===== config.mk =====
export PLATFORM = sky130hd
export DESIGN_NAME = mwo_ctrl
export DESIGN_NICKNAME = d
export VERILOG_FILES = /design/src/mwo_pkg.sv /design/src/mwo_ctrl.sv
export SDC_FILE = /design/constraint.sdc
export NUM_CORES = 1
export LEC_CHECK = 0
export BUFFER_PORTS_ARGS = -buffer_cell sky130_fd_sc_hd__buf_2
export CAP_MARGIN = 25
export CORE_AREA = 8 8 45 47
export CTS_CLUSTER_SIZE = 20
export DETAILED_ROUTE_END_ITERATION = 16
export DIE_AREA = 0 0 53 55
export PLACE_DENSITY = 0.55
export SYNTH_ARGS = -nofsm -noshare
export SYNTH_HDL_FRONTEND = slang
export SYNTH_SLANG_ARGS = --single-unit

===== constraint.sdc =====
create_clock -name clock -period 3.3 [get_ports clock]
set_input_delay 0.165 -clock clock [delete_from_list [all_inputs] [get_ports clock]]
set_output_delay 0.165 -clock clock [all_outputs]
set_load 0.01 [all_outputs]

===== src/mwo_pkg.sv =====
// shared types and constants for the mipmapped wavetable oscillator
package mwo_pkg;

   // fixed field widths
   localparam int SAMPLE_BITS     = 16;
   localparam int FRAC_BITS       = 16;
   localparam int MIX_BITS        = 16;
   localparam int STEP_BITS       = 27;
   localparam int SHIFT_BITS      = 11;
   localparam int LEVEL_BITS      = 4;
   localparam int ADDR_FIELD_BITS = 11;
   localparam int CSR_INDEX_BITS  = 2;

   // words per mipmap level, tied to the address field and the phase width
   localparam int WAVE_LEN        = 2048;

   // datapath arithmetic widths
   localparam int DIFF_W = SAMPLE_BITS + 1;               // neighbor word difference
   localparam int MOP_W  = DIFF_W + 1;                    // shared multiplier operand
   localparam int PROD_W = 2 * MOP_W;                     // shared multiplier product
   localparam int O_W    = SAMPLE_BITS + FRAC_BITS + 1;   // one level, interpolated
   localparam int D_W    = O_W + 1;                       // level difference
   localparam int DL_W   = MOP_W - 1;                     // low slice of level difference
   localparam int DH_W   = D_W - DL_W;                    // high slice of level difference
   localparam int ACC_W  = D_W + MIX_BITS + 2;            // crossfade accumulator
   localparam int OUT_LSB = FRAC_BITS + MIX_BITS;

   typedef enum logic {
      OP_TICK  = 1'b0,
      OP_WRITE = 1'b1
   } op_type;

   typedef enum logic [CSR_INDEX_BITS-1:0] {
      CSR_PHASE_STEP   = 2'd0,
      CSR_OCTAVE_INDEX = 2'd1,
      CSR_OCTAVE_MIX   = 2'd2
   } csr_index_type;

   typedef enum logic [1:0] {
      MUL_LO,   // lower level word difference times phase fraction
      MUL_HI,   // upper level word difference times phase fraction
      MUL_DL,   // low slice of level difference times mix
      MUL_DH    // high slice of level difference times mix
   } mul_sel_type;

   typedef enum logic [3:0] {
      ST_IDLE,
      ST_RD0,
      ST_RD1,
      ST_RD2,
      ST_RD3,
      ST_MX1,
      ST_MX2,
      ST_MX3,
      ST_MX4,
      ST_MX5,
      ST_MX6,
      ST_MX7,
      ST_DONE
   } state_type;

   typedef struct packed {
      logic        tick_start;
      logic        word_write;
      logic        rd_hi;
      logic        rd_nxt;
      logic        ld_en;
      logic [1:0]  ld_idx;
      logic        mul_en;
      mul_sel_type mul_sel;
      logic        o1_en;
      logic        o2_en;
      logic        d_en;
      logic        acc_add_lo;
      logic        acc_add_hi;
      logic        out_en;
   } ctl_cmd_type;

   typedef struct packed {
      logic out_busy;
   } dp_status_type;

endpackage


===== src/mwo_ctrl.sv =====
// sequencer for table writes and tick reads, interpolation and crossfade steps
module mwo_ctrl (
   input  logic                  clock,
   input  logic                  reset,
   input  logic                  req_valid,
   input  logic                  req_operation,
   output logic                  req_ready,
   input  mwo_pkg::dp_status_type status,
   output mwo_pkg::ctl_cmd_type   cmd
);

   mwo_pkg::state_type state_ff;
   mwo_pkg::state_type state_in;
   logic               accept;

   assign accept = req_valid && req_ready;

   // state register
   always_ff @(posedge clock) begin
      if (reset) begin
         state_ff <= mwo_pkg::ST_IDLE;
      end else begin
         state_ff <= state_in;
      end
   end

   // next state
   always_comb begin
      state_in = state_ff;
      unique case (state_ff)
         mwo_pkg::ST_IDLE: begin
            if (accept && (req_operation == mwo_pkg::OP_TICK)) begin
               state_in = mwo_pkg::ST_RD0;
            end
         end
         mwo_pkg::ST_RD0: state_in = mwo_pkg::ST_RD1;
         mwo_pkg::ST_RD1: state_in = mwo_pkg::ST_RD2;
         mwo_pkg::ST_RD2: state_in = mwo_pkg::ST_RD3;
         mwo_pkg::ST_RD3: state_in = mwo_pkg::ST_MX1;
         mwo_pkg::ST_MX1: state_in = mwo_pkg::ST_MX2;
         mwo_pkg::ST_MX2: state_in = mwo_pkg::ST_MX3;
         mwo_pkg::ST_MX3: state_in = mwo_pkg::ST_MX4;
         mwo_pkg::ST_MX4: state_in = mwo_pkg::ST_MX5;
         mwo_pkg::ST_MX5: state_in = mwo_pkg::ST_MX6;
         mwo_pkg::ST_MX6: state_in = mwo_pkg::ST_MX7;
         mwo_pkg::ST_MX7: state_in = mwo_pkg::ST_DONE;
         mwo_pkg::ST_DONE: begin
            if (!status.out_busy) begin
               state_in = mwo_pkg::ST_IDLE;
            end
         end
         default: state_in = mwo_pkg::ST_IDLE;
      endcase
   end

   // command outputs
   always_comb begin
      req_ready = 1'b0;
      cmd       = '0;
      cmd.mul_sel = mwo_pkg::MUL_LO;
      unique case (state_ff)
         mwo_pkg::ST_IDLE: begin
            req_ready      = 1'b1;
            cmd.tick_start = req_valid && (req_operation == mwo_pkg::OP_TICK);
            cmd.word_write = req_valid && (req_operation == mwo_pkg::OP_WRITE);
         end
         mwo_pkg::ST_RD0: begin
            cmd.rd_hi  = 1'b0;
            cmd.rd_nxt = 1'b0;
         end
         mwo_pkg::ST_RD1: begin
            cmd.rd_nxt = 1'b1;
            cmd.ld_en  = 1'b1;
            cmd.ld_idx = 2'd0;
         end
         mwo_pkg::ST_RD2: begin
            cmd.rd_hi  = 1'b1;
            cmd.ld_en  = 1'b1;
            cmd.ld_idx = 2'd1;
         end
         mwo_pkg::ST_RD3: begin
            cmd.rd_hi   = 1'b1;
            cmd.rd_nxt  = 1'b1;
            cmd.ld_en   = 1'b1;
            cmd.ld_idx  = 2'd2;
            cmd.mul_en  = 1'b1;
            cmd.mul_sel = mwo_pkg::MUL_LO;
         end
         mwo_pkg::ST_MX1: begin
            cmd.ld_en  = 1'b1;
            cmd.ld_idx = 2'd3;
            cmd.o1_en  = 1'b1;
         end
         mwo_pkg::ST_MX2: begin
            cmd.mul_en  = 1'b1;
            cmd.mul_sel = mwo_pkg::MUL_HI;
         end
         mwo_pkg::ST_MX3: cmd.o2_en = 1'b1;
         mwo_pkg::ST_MX4: cmd.d_en  = 1'b1;
         mwo_pkg::ST_MX5: begin
            cmd.mul_en  = 1'b1;
            cmd.mul_sel = mwo_pkg::MUL_DL;
         end
         mwo_pkg::ST_MX6: begin
            cmd.acc_add_lo = 1'b1;
            cmd.mul_en     = 1'b1;
            cmd.mul_sel    = mwo_pkg::MUL_DH;
         end
         mwo_pkg::ST_MX7: cmd.acc_add_hi = 1'b1;
         mwo_pkg::ST_DONE: cmd.out_en = !status.out_busy;
         default: begin
            req_ready = 1'b0;
         end
      endcase
   end

endmodule


==> results.json, run 1 <==
{
  "firstDrtPassIters": 3,
  "p_int_uw": 127,
  "avgSynthCellArea_um2": 7.61,
  "wirelength_um": 948,
  "synth_cell_types": 21,
  "top_layer_used": "met4",
  "yosys_warnings": 0,
  "met2_length_um": 429,
  "start_util": 0.259,
  "clkTransAtPathRegs_ns": 0.04,
  "dp_hpwl_um": 778,
  "n_antenna_cell": 0,
  "layout-drive-gt1-share": 0.403,
  "die_h_um": 55,
  "die_area_um2": 2920,
  "clk-insertion-delay-late_ns": 0.23,
  "ir_drop_mv": 0.123,
  "netlist_instances": 47,
  "ys_seq_elements": 4,
  "cts_hold_buffers": 0,
  "ant_nets": 0,
  "vias": 374,
  "core_area_um2": 1380,
  "combPwrFrac": 0.333,
  "min_period_ns": 1.68,
  "holdCritPathClass": "in2reg",
  "grt_pass1_vias": 342,
  "wl_met1_um": 369,
  "post_cts_buffers": 0,
  "worst_pin_slew_ns": 0.556,
  "dp_slack_ns": 1.88,
  "yosysSeqAreaShare": 0.224,
  "regMostFlops": "state_ff",
  "fmax_mhz": 596,
  "largestRegisters": "state_ff x4",
  "p_leak_nw": 0.234,
  "ctsResizeCount": 0,
  "wl_met3_um": 129,
  "clock_sinks": 4,
  "netlist_area_um2": 358,
  "swShare": 0.368,
  "antenna_found_initial": 0,
  "maxCapViolations": 0,
  "final_nets": 74,
  "register_area_um2": 80.1,
  "cts_buffers": 3,
  "nFillCells": 158,
  "skew_ns": 0.00265,
  "drc": 0,
  "grt_pass1_wl_um": 1500,
  "setup_ws_ns": 1.62,
  "gp_congestion": 0.734,
  "multi_input_area_um2": 240,
  "p_seq_frac": 0.371,
  "dp.cells": 80,
  "critPathArrivalTime_ns": 1.51,
  "dpl_cell_area_um2": 445,
  "status": "completed",
  "wire_per_inst_um": 11.4,
  "finalMaxSlewViolations": 0,
  "io_pins": 22,
  "synth_top_cells_by_area": "dfxtp_1, nor2_1, a21oi_1, nand2b_1, buf_6",
  "via_per_inst": 4.51,
  "synth_top_cell_area_share": 0.224,
  "port-buffer-count": 21,
  "die_x_um": 53,
  "p_switching_uw": 73.6,
  "clockBufferDepth": 2,
  "powerDensity_nw_per_um2": 428,
  "grt_max_degree": 15,
  "critPathRequiredTime_ns": 3.13,
  "startpoint_type": "register",
  "crit_type": "reg2out",
  "finalNonFillerCells": 83,
  "setup_tns_ns": 0,
  "pwr-share-clk": 0.296,
  "cts_root_buffer": "clkbuf_4",
  "cts_tree": "yes",
  "yosys.area.top_type": "dfxtp_1",
  "core.rowCount": 14,
  "track_usage": 0.0699,
  "stdcell_area_um2": 468,
  "worstPathMaxFanout": 14,
  "cts_max_level": 1,
  "grt-ovfl-total": 0,
  "synth_nets": 52,
  "end_kind": "output port",
  "largest_reg_flops": 4,
  "setup_viol": 0,
  "max_slew_margin": 0.629,
  "areaGrowthSynthToFinish_pct": 30.8,
  "fin_crit_sh": 0.509,
  "hold_violations": 0,
  "rsz0062_at_grt": "no",
  "drtIter0Drc": 3
}
-- kinds of logic after synthesis --
kind of cell,share of synthesized area
buffers and inverters,0.105
flip-flops,0.224
AND/OR/NAND/NOR,0.479
AO/OA/AOI/OAI,0.143
XOR/XNOR,0.0490
-- cells in the final DEF (no fill, tap or decap) --
cell      Yosys  layout
a21oi_1       5       5
nand2_1       4       4
xnor2_1       2       2
o21a_1        1       1
o22ai_1       1       1
or2_1         1       1
dfxtp_1       4       4
nor4_1        1       1
nand2_4       1       1
clkbuf_4      0       3
buf_2         0      21
nor3_1        2       2
nor3b_2       1       1
nor2_1        8       8
nor4_4        1       1
nor3b_1       2       2
o21ai_0       1       1
and2_1        2       2
and3_1        1       1
a21o_1        1       1
nand2b_1      4       4
-- per-stage QoR --
stage / hold slack, ns / util / power, mW
floorplan: 0.241 / - / 0.126
CTS: 0.107 / 0.338 / 0.205
global route: 0.111 / 0.338 / 0.220
finish: 0.114 / 0.338 / 0.200
detailed placement: 0.357 / 0.322 / 0.142
global placement: 0.352 / 0.322 / 0.142
-- cells in the mapped netlist (all sizes together) --
library cell	number
nor2	8
buf	4
and3	1
nor3b	3
o21ai	1
a21oi	5
a21o	1
nand2b	4
o22ai	1
xnor2	2
nor3	2
nand2	5
and2	2
dfxtp	4
or2	1
o21a	1
nor4	2
-- per-layer routing --
layer  vias to the layer above  track usage
li1                        200            -
met1                       156       0.0636
met2                        16        0.125
met3                         2       0.0267
met4                         0       0.0517
met5                         -            0
-- power by group through the flow --
stage	combinational (mW)	clock [mW]	sequential, mW
2_1_floorplan	0.0643	0	0.0618
3_3_place_gp	0.0676	0	0.0742
3_5_place_dp	0.0676	0	0.0747
4_1_cts	0.0678	0.0633	0.0740
5_1_grt	0.0743	0.0694	0.0764
6_report	0.0666	0.0593	0.0742
-- critical path, cell delays in order, from the launching register on --
cell and delay [ns]:
dfxtp_1 0.66, nand2_4 0.09, or2_1 0.24, a21oi_1 0.13, buf_2 0.14
-- path summary, 6_finish.rpt --
check | slack [ns] | start | depth (start not counted) | end
hold / removal | 0.11 | reset | 2 | state_ff[1]$_SDFFE_PP0P_
setup / recovery | 1.62 | state_ff[0]$_SDFFE_PP0P_ | 4 | cmd[13]
setup reg to reg | 2.07 | state_ff[0]$_SDFFE_PP0P_ | 3 | state_ff[0]$_SDFFE_PP0P_
hold reg to reg | 0.60 | state_ff[3]$_SDFFE_PP0P_ | 2 | state_ff[3]$_SDFFE_PP0P_
-- final cells by class --
| class | count | share of cell area |
|---|---|---|
| Multi-Input combinational cell | 39 | 0.513 |
| Timing Repair Buffer | 21 | 0.225 |
| Sequential cell | 4 | 0.171 |
| Clock buffer | 3 | 0.0481 |
| Tap cell | 16 | 0.0428 |
(Power assumes the default switching activity.)
==> run 2: changes to the inputs <==
- PLACE_DENSITY: 0.55 -> 0.57
- clock period: 3.3 -> 1.52 ns (I/O delays scaled with it)
==> results.json, run 2 (synthesis gave the netlist of run 1 again) <==
{
  "drtIter0Drc": 4,
  "vias": 373,
  "grt_pass1_vias": 330,
  "die_h_um": 55,
  "setup_tns_ns": 0,
  "setup_viol": 0,
  "fin_worst_hold_slack_ns": 0.0206,
  "finalMaxSlewViolations": 0,
  "crit_type": "reg2out",
  "cp_slowest_stage_delay_ns": 0.51,
  "grt_pass1_wl_um": 1350,
  "critPathRequiredTime_ns": 1.44,
  "ant_nets": 0,
  "largestRegisters": "state_ff x4",
  "track_usage": 0.0633,
  "cts_max_level": 1,
  "ir_drop_mv": 0.262,
  "io_pins": 22,
  "firstDrtPassIters": 3,
  "end_kind": "output port",
  "critical-path-top-delay-family": "flip-flops",
  "nFillCells": 165,
  "core_area_um2": 1380,
  "antenna_found_initial": 0,
  "max_slew_margin": 0.777,
  "clkTransAtPathRegs_ns": 0.04,
  "status": "completed",
  "path_buf_inv": 1,
  "grt_max_degree": 12,
  "rsz0062_at_grt": "no",
  "dp_slack_ns": 0.229,
  "start_util": 0.259,
  "wire_per_inst_um": 10.8,
  "critPathArrivalTime_ns": 1.34,
  "p_leak_nw": 0.240,
  "holdCritPathClass": "in2reg",
  "die_x_um": 53,
  "wirelength_um": 905,
  "hold_violations": 0,
  "worstPathMaxFanout": 9,
  "drc": 0,
  "worst_pin_slew_ns": 0.334,
  "dpl_cell_area_um2": 453,
  "layout_commonest_cell": "buf_2",
  "die_area_um2": 2920,
  "crit_chain": "nand2b_1, nor2_1, and2_1, buf_2",
  "cts_buffers": 3,
  "fmax_mhz": 704,
  "startpoint_type": "register",
  "maxCapViolations": 0,
  "n_antenna_cell": 0,
  "via_per_inst": 4.44,
  "skew_ns": 0.00232,
  "port-buffer-count": 21,
  "cts_root_buffer": "clkbuf_4",
  "clk-insertion-delay-late_ns": 0.23,
  "min_period_ns": 1.42,
  "powerDensity_nw_per_um2": 923,
  "post_cts_buffers": 0,
  "fin_crit_sh": 0.934,
  "gp_congestion": 0.726,
  "largest_reg_flops": 4,
  "clock_sinks": 4,
  "final_cell_mix": "buf_2, nor2_1, a21oi_1, nand2b_1, nand2_1",
  "cts_tree": "yes",
  "layout-drive-gt1-share": 0.441,
  "dp_hpwl_um": 763,
  "grt-ovfl-total": 0,
  "clockBufferDepth": 2,
  "cp_slowest_cell": "dfxtp_1",
  "final_nets": 75,
  "core.rowCount": 14,
  "setup_ws_ns": 0.0999,
  "stdcell_area_um2": 478,
  "areaGrowthSynthToFinish_pct": 33.6,
  "regMostFlops": "state_ff"
}
run 2: cell count changes in the layout (fill, tap and decap cells not counted), sizes merged:
cell  previous run  this run
buf             21        22
run 2: layer usage:
| metal | part of all wire | global-route usage | up-vias | routed length [um] |
|---|---|---|---|---|
| met2 | 0.49 | 0.113 | 12 | 446 |
| met4 | 0 | 0.0647 | 0 | 0 |
| met1 | 0.37 | 0.0530 | 160 | 332 |
| met5 | 0 | 0 | - | 0 |
| li1 | - | - | 201 | - |
| met3 | 0.14 | 0.0214 | 0 | 125 |
run 2: metrics by stage:
stage,total power [mW],util,std cells
after global placement,0.315,0.327,81
after floorplan,0.274,-,47
after CTS,0.454,0.344,84
after global routing,0.483,0.345,84
final,0.441,0.345,84
after detailed placement,0.316,0.327,81
run 2: power breakdown:
group          switching [mW]  total, mW  internal [mW]
Combinational          0.0798      0.155         0.0754
Sequential             0.0393      0.159          0.119
Clock                  0.0392      0.127         0.0880
run 2: final cells by class:
| cell class | count | area, um2 | area share |
|---|---|---|---|
| repair buffers | 22 | 113 | 0.236 |
| well taps | 16 | 20.0 | 0.0419 |
| multi-input cells | 39 | 240 | 0.503 |
| flip-flops and latches | 4 | 82.6 | 0.173 |
| clock buffers | 3 | 22.5 | 0.0471 |
run 2: timing repair:
item	4_1_cts	5_1_grt
endpoints found under the setup margin	1	1
pin swaps	0	0
resized for setup	1	1
hold buffers	0	0
run 2: worst paths after layout:
path / startpoint / slack [ns] / cells past startpoint / end
worst max-delay path: state_ff[3]$_SDFFE_PP0P_ / 0.1 / 4 / cmd[5]
worst min register to register: state_ff[0]$_SDFFE_PP0P_ / 0.58 / 1 / state_ff[0]$_SDFFE_PP0P_
worst min-delay path: reset / 0.02 / 2 / state_ff[1]$_SDFFE_PP0P_
worst max register to register: state_ff[2]$_SDFFE_PP0P_ / 0.39 / 3 / state_ff[0]$_SDFFE_PP0P_
==> run 3: changes to the inputs <==
==> constraint.sdc (replaced) <==
create_clock -name clock -period 1.52 [get_ports clock]
set_input_delay 0.152 -clock clock [delete_from_list [all_inputs] [get_ports clock]]
set_output_delay 0.152 -clock clock [all_outputs]
set_load 0.01 [all_outputs]
==> results.json, run 3 (synthesis gave the netlist of run 1 again) <==
{
  "worst_pin_slew_ns": 0.292,
  "clkTransAtPathRegs_ns": 0.04,
  "core_area_um2": 1380,
  "ant_nets": 0,
  "clockBufferDepth": 2,
  "p_leak_nw": 0.251,
  "layout_commonest_cell": "buf_2",
  "critPathArrivalTime_ns": 1.28,
  "wire_per_inst_um": 11.0,
  "die_x_um": 53,
  "layout-drive-gt1-share": 0.486,
  "finalMaxSlewViolations": 0,
  "finalPower_uw": 467,
  "hold_violations": 0,
  "port-buffer-count": 21,
  "maxCapViolations": 0,
  "ir_drop_mv": 0.437,
  "nFillCells": 162,
  "clk-insertion-delay-late_ns": 0.23,
  "cts_tree": "yes",
  "rrSetupSlack_ns": 0.37,
  "critPathRequiredTime_ns": 1.37,
  "final_nets": 77,
  "dp_hpwl_um": 776,
  "pwr-share-clk": 0.275,
  "n_antenna_cell": 0,
  "drc": 0,
  "holdCritPathClass": "in2reg",
  "register_area_um2": 87.6,
  "cts_max_level": 1,
  "r2r_end": "state_ff[2]$_SDFFE_PP0P_",
  "p_int_uw": 301,
  "grt_pass1_wl_um": 1410,
  "drtIter0Drc": 5,
  "skew_ns": 0.000139,
  "r2r-start": "state_ff[0]$_SDFFE_PP0P_",
  "die_h_um": 55,
  "end_kind": "output port",
  "vias": 402,
  "startpoint_type": "register",
  "grt_pass1_vias": 374,
  "regMostFlops": "state_ff",
  "crit_end": "cmd[13]",
  "multi_input_area_um2": 240,
  "powerDensity_nw_per_um2": 938,
  "core.rowCount": 14,
  "crit_start": "state_ff[0]$_SDFFE_PP0P_",
  "rsz0062_at_grt": "no",
  "cts_buffers": 3,
  "gp_congestion": 0.771,
  "start_util": 0.259,
  "post-route-util": 0.360,
  "p_seq_frac": 0.334,
  "grt-ovfl-total": 0,
  "via_per_inst": 4.67,
  "track_usage": 0.0639,
  "cts_root_buffer": "clkbuf_4",
  "worstPathMaxFanout": 8,
  "io_pins": 22,
  "areaGrowthSynthToFinish_pct": 39.2,
  "combPwrFrac": 0.392,
  "grt_max_degree": 10,
  "final_cell_mix": "buf_2, nor2_1, a21oi_1, nand2b_1, nand2_1",
  "largest_reg_flops": 4,
  "firstDrtPassIters": 2,
  "swShare": 0.356,
  "setup_viol": 0,
  "antenna_found_initial": 0,
  "fmax_mhz": 698,
  "largestRegisters": "state_ff x4",
  "die_area_um2": 2920,
  "p_switching_uw": 166,
  "fin_crit_sh": 0.943,
  "max_slew_margin": 0.804,
  "setup_tns_ns": 0,
  "clock_sinks": 4,
  "wirelength_um": 944,
  "min_period_ns": 1.43,
  "status": "completed",
  "reg2reg_depth": 4,
  "crit_type": "reg2out"
}
## run 3: changes by cell type in the layout (fill, tap and decap cells not counted), sizes merged
cell / delta
buf: +2
## run 3: repair_timing
action	CTS	global route
hold buffers	0	0
buffers inserted	0	1
endpoints found under the hold margin	0	0
cloned	0	0
resized for setup	2	3
endpoints found under the setup margin	3	3
## run 3: power by group through the flow
stage          sequential (mW)  clock [mW]  combinational [mW]
6_report                 0.156       0.128               0.183
5_1_grt                  0.160       0.137               0.203
4_1_cts                  0.154       0.138               0.173
3_5_place_dp             0.153           0               0.172
3_3_place_gp             0.153           0               0.171
2_1_floorplan            0.134           0               0.139
## run 3: area by class of cell
cell class | instances | share of cell area
clock buffer | 3 | 0.0452
timing repair buffer | 24 | 0.256
multi-input combinational | 39 | 0.482
sequential | 4 | 0.176
tap | 16 | 0.0402
## run 3: metrics by stage
step / setup slack (ns) / instance area [um2] / std cells / hold WS (ns)
floorplan: 0.328 / 358 / 47 / 0.228
global placement: 0.216 / 460 / 82 / 0.342
detailed placement: 0.196 / 460 / 82 / 0.350
CTS: 0.0257 / 485 / 85 / 0.0920
global route: 0.00722 / 498 / 86 / 0.104
finish: 0.0871 / 498 / 86 / 0.0998
## run 3: how the worst min path moves through the flow
stage	slack (ns)	cells after the start	start	endpoint
2_1_floorplan	0.23	1	reset	state_ff[1]$_SDFFE_PP0P_
3_3_place_gp	0.34	2	reset	state_ff[1]$_SDFFE_PP0P_
3_5_place_dp	0.35	2	reset	state_ff[1]$_SDFFE_PP0P_
4_1_cts	0.09	2	reset	state_ff[1]$_SDFFE_PP0P_
5_1_grt	0.10	2	reset	state_ff[1]$_SDFFE_PP0P_
6_report	0.1	2	reset	state_ff[1]$_SDFFE_PP0P_
## run 3: metal layers
layer,routed length [um],vias to the layer above,share of wire,GRT usage
met3,141,0,0.15,0.0267
li1,-,205,-,-
met1,356,183,0.38,0.0608
met2,446,14,0.47,0.107
met5,0,-,0,0
met4,0,0,0,0.0517
## run 3: critical path, stage by stage (launching register included)
cell and delay [ns]:
dfxtp_2 0.45, nand2_4 0.08, or2_1 0.24, a21oi_1 0.14, buf_2 0.14
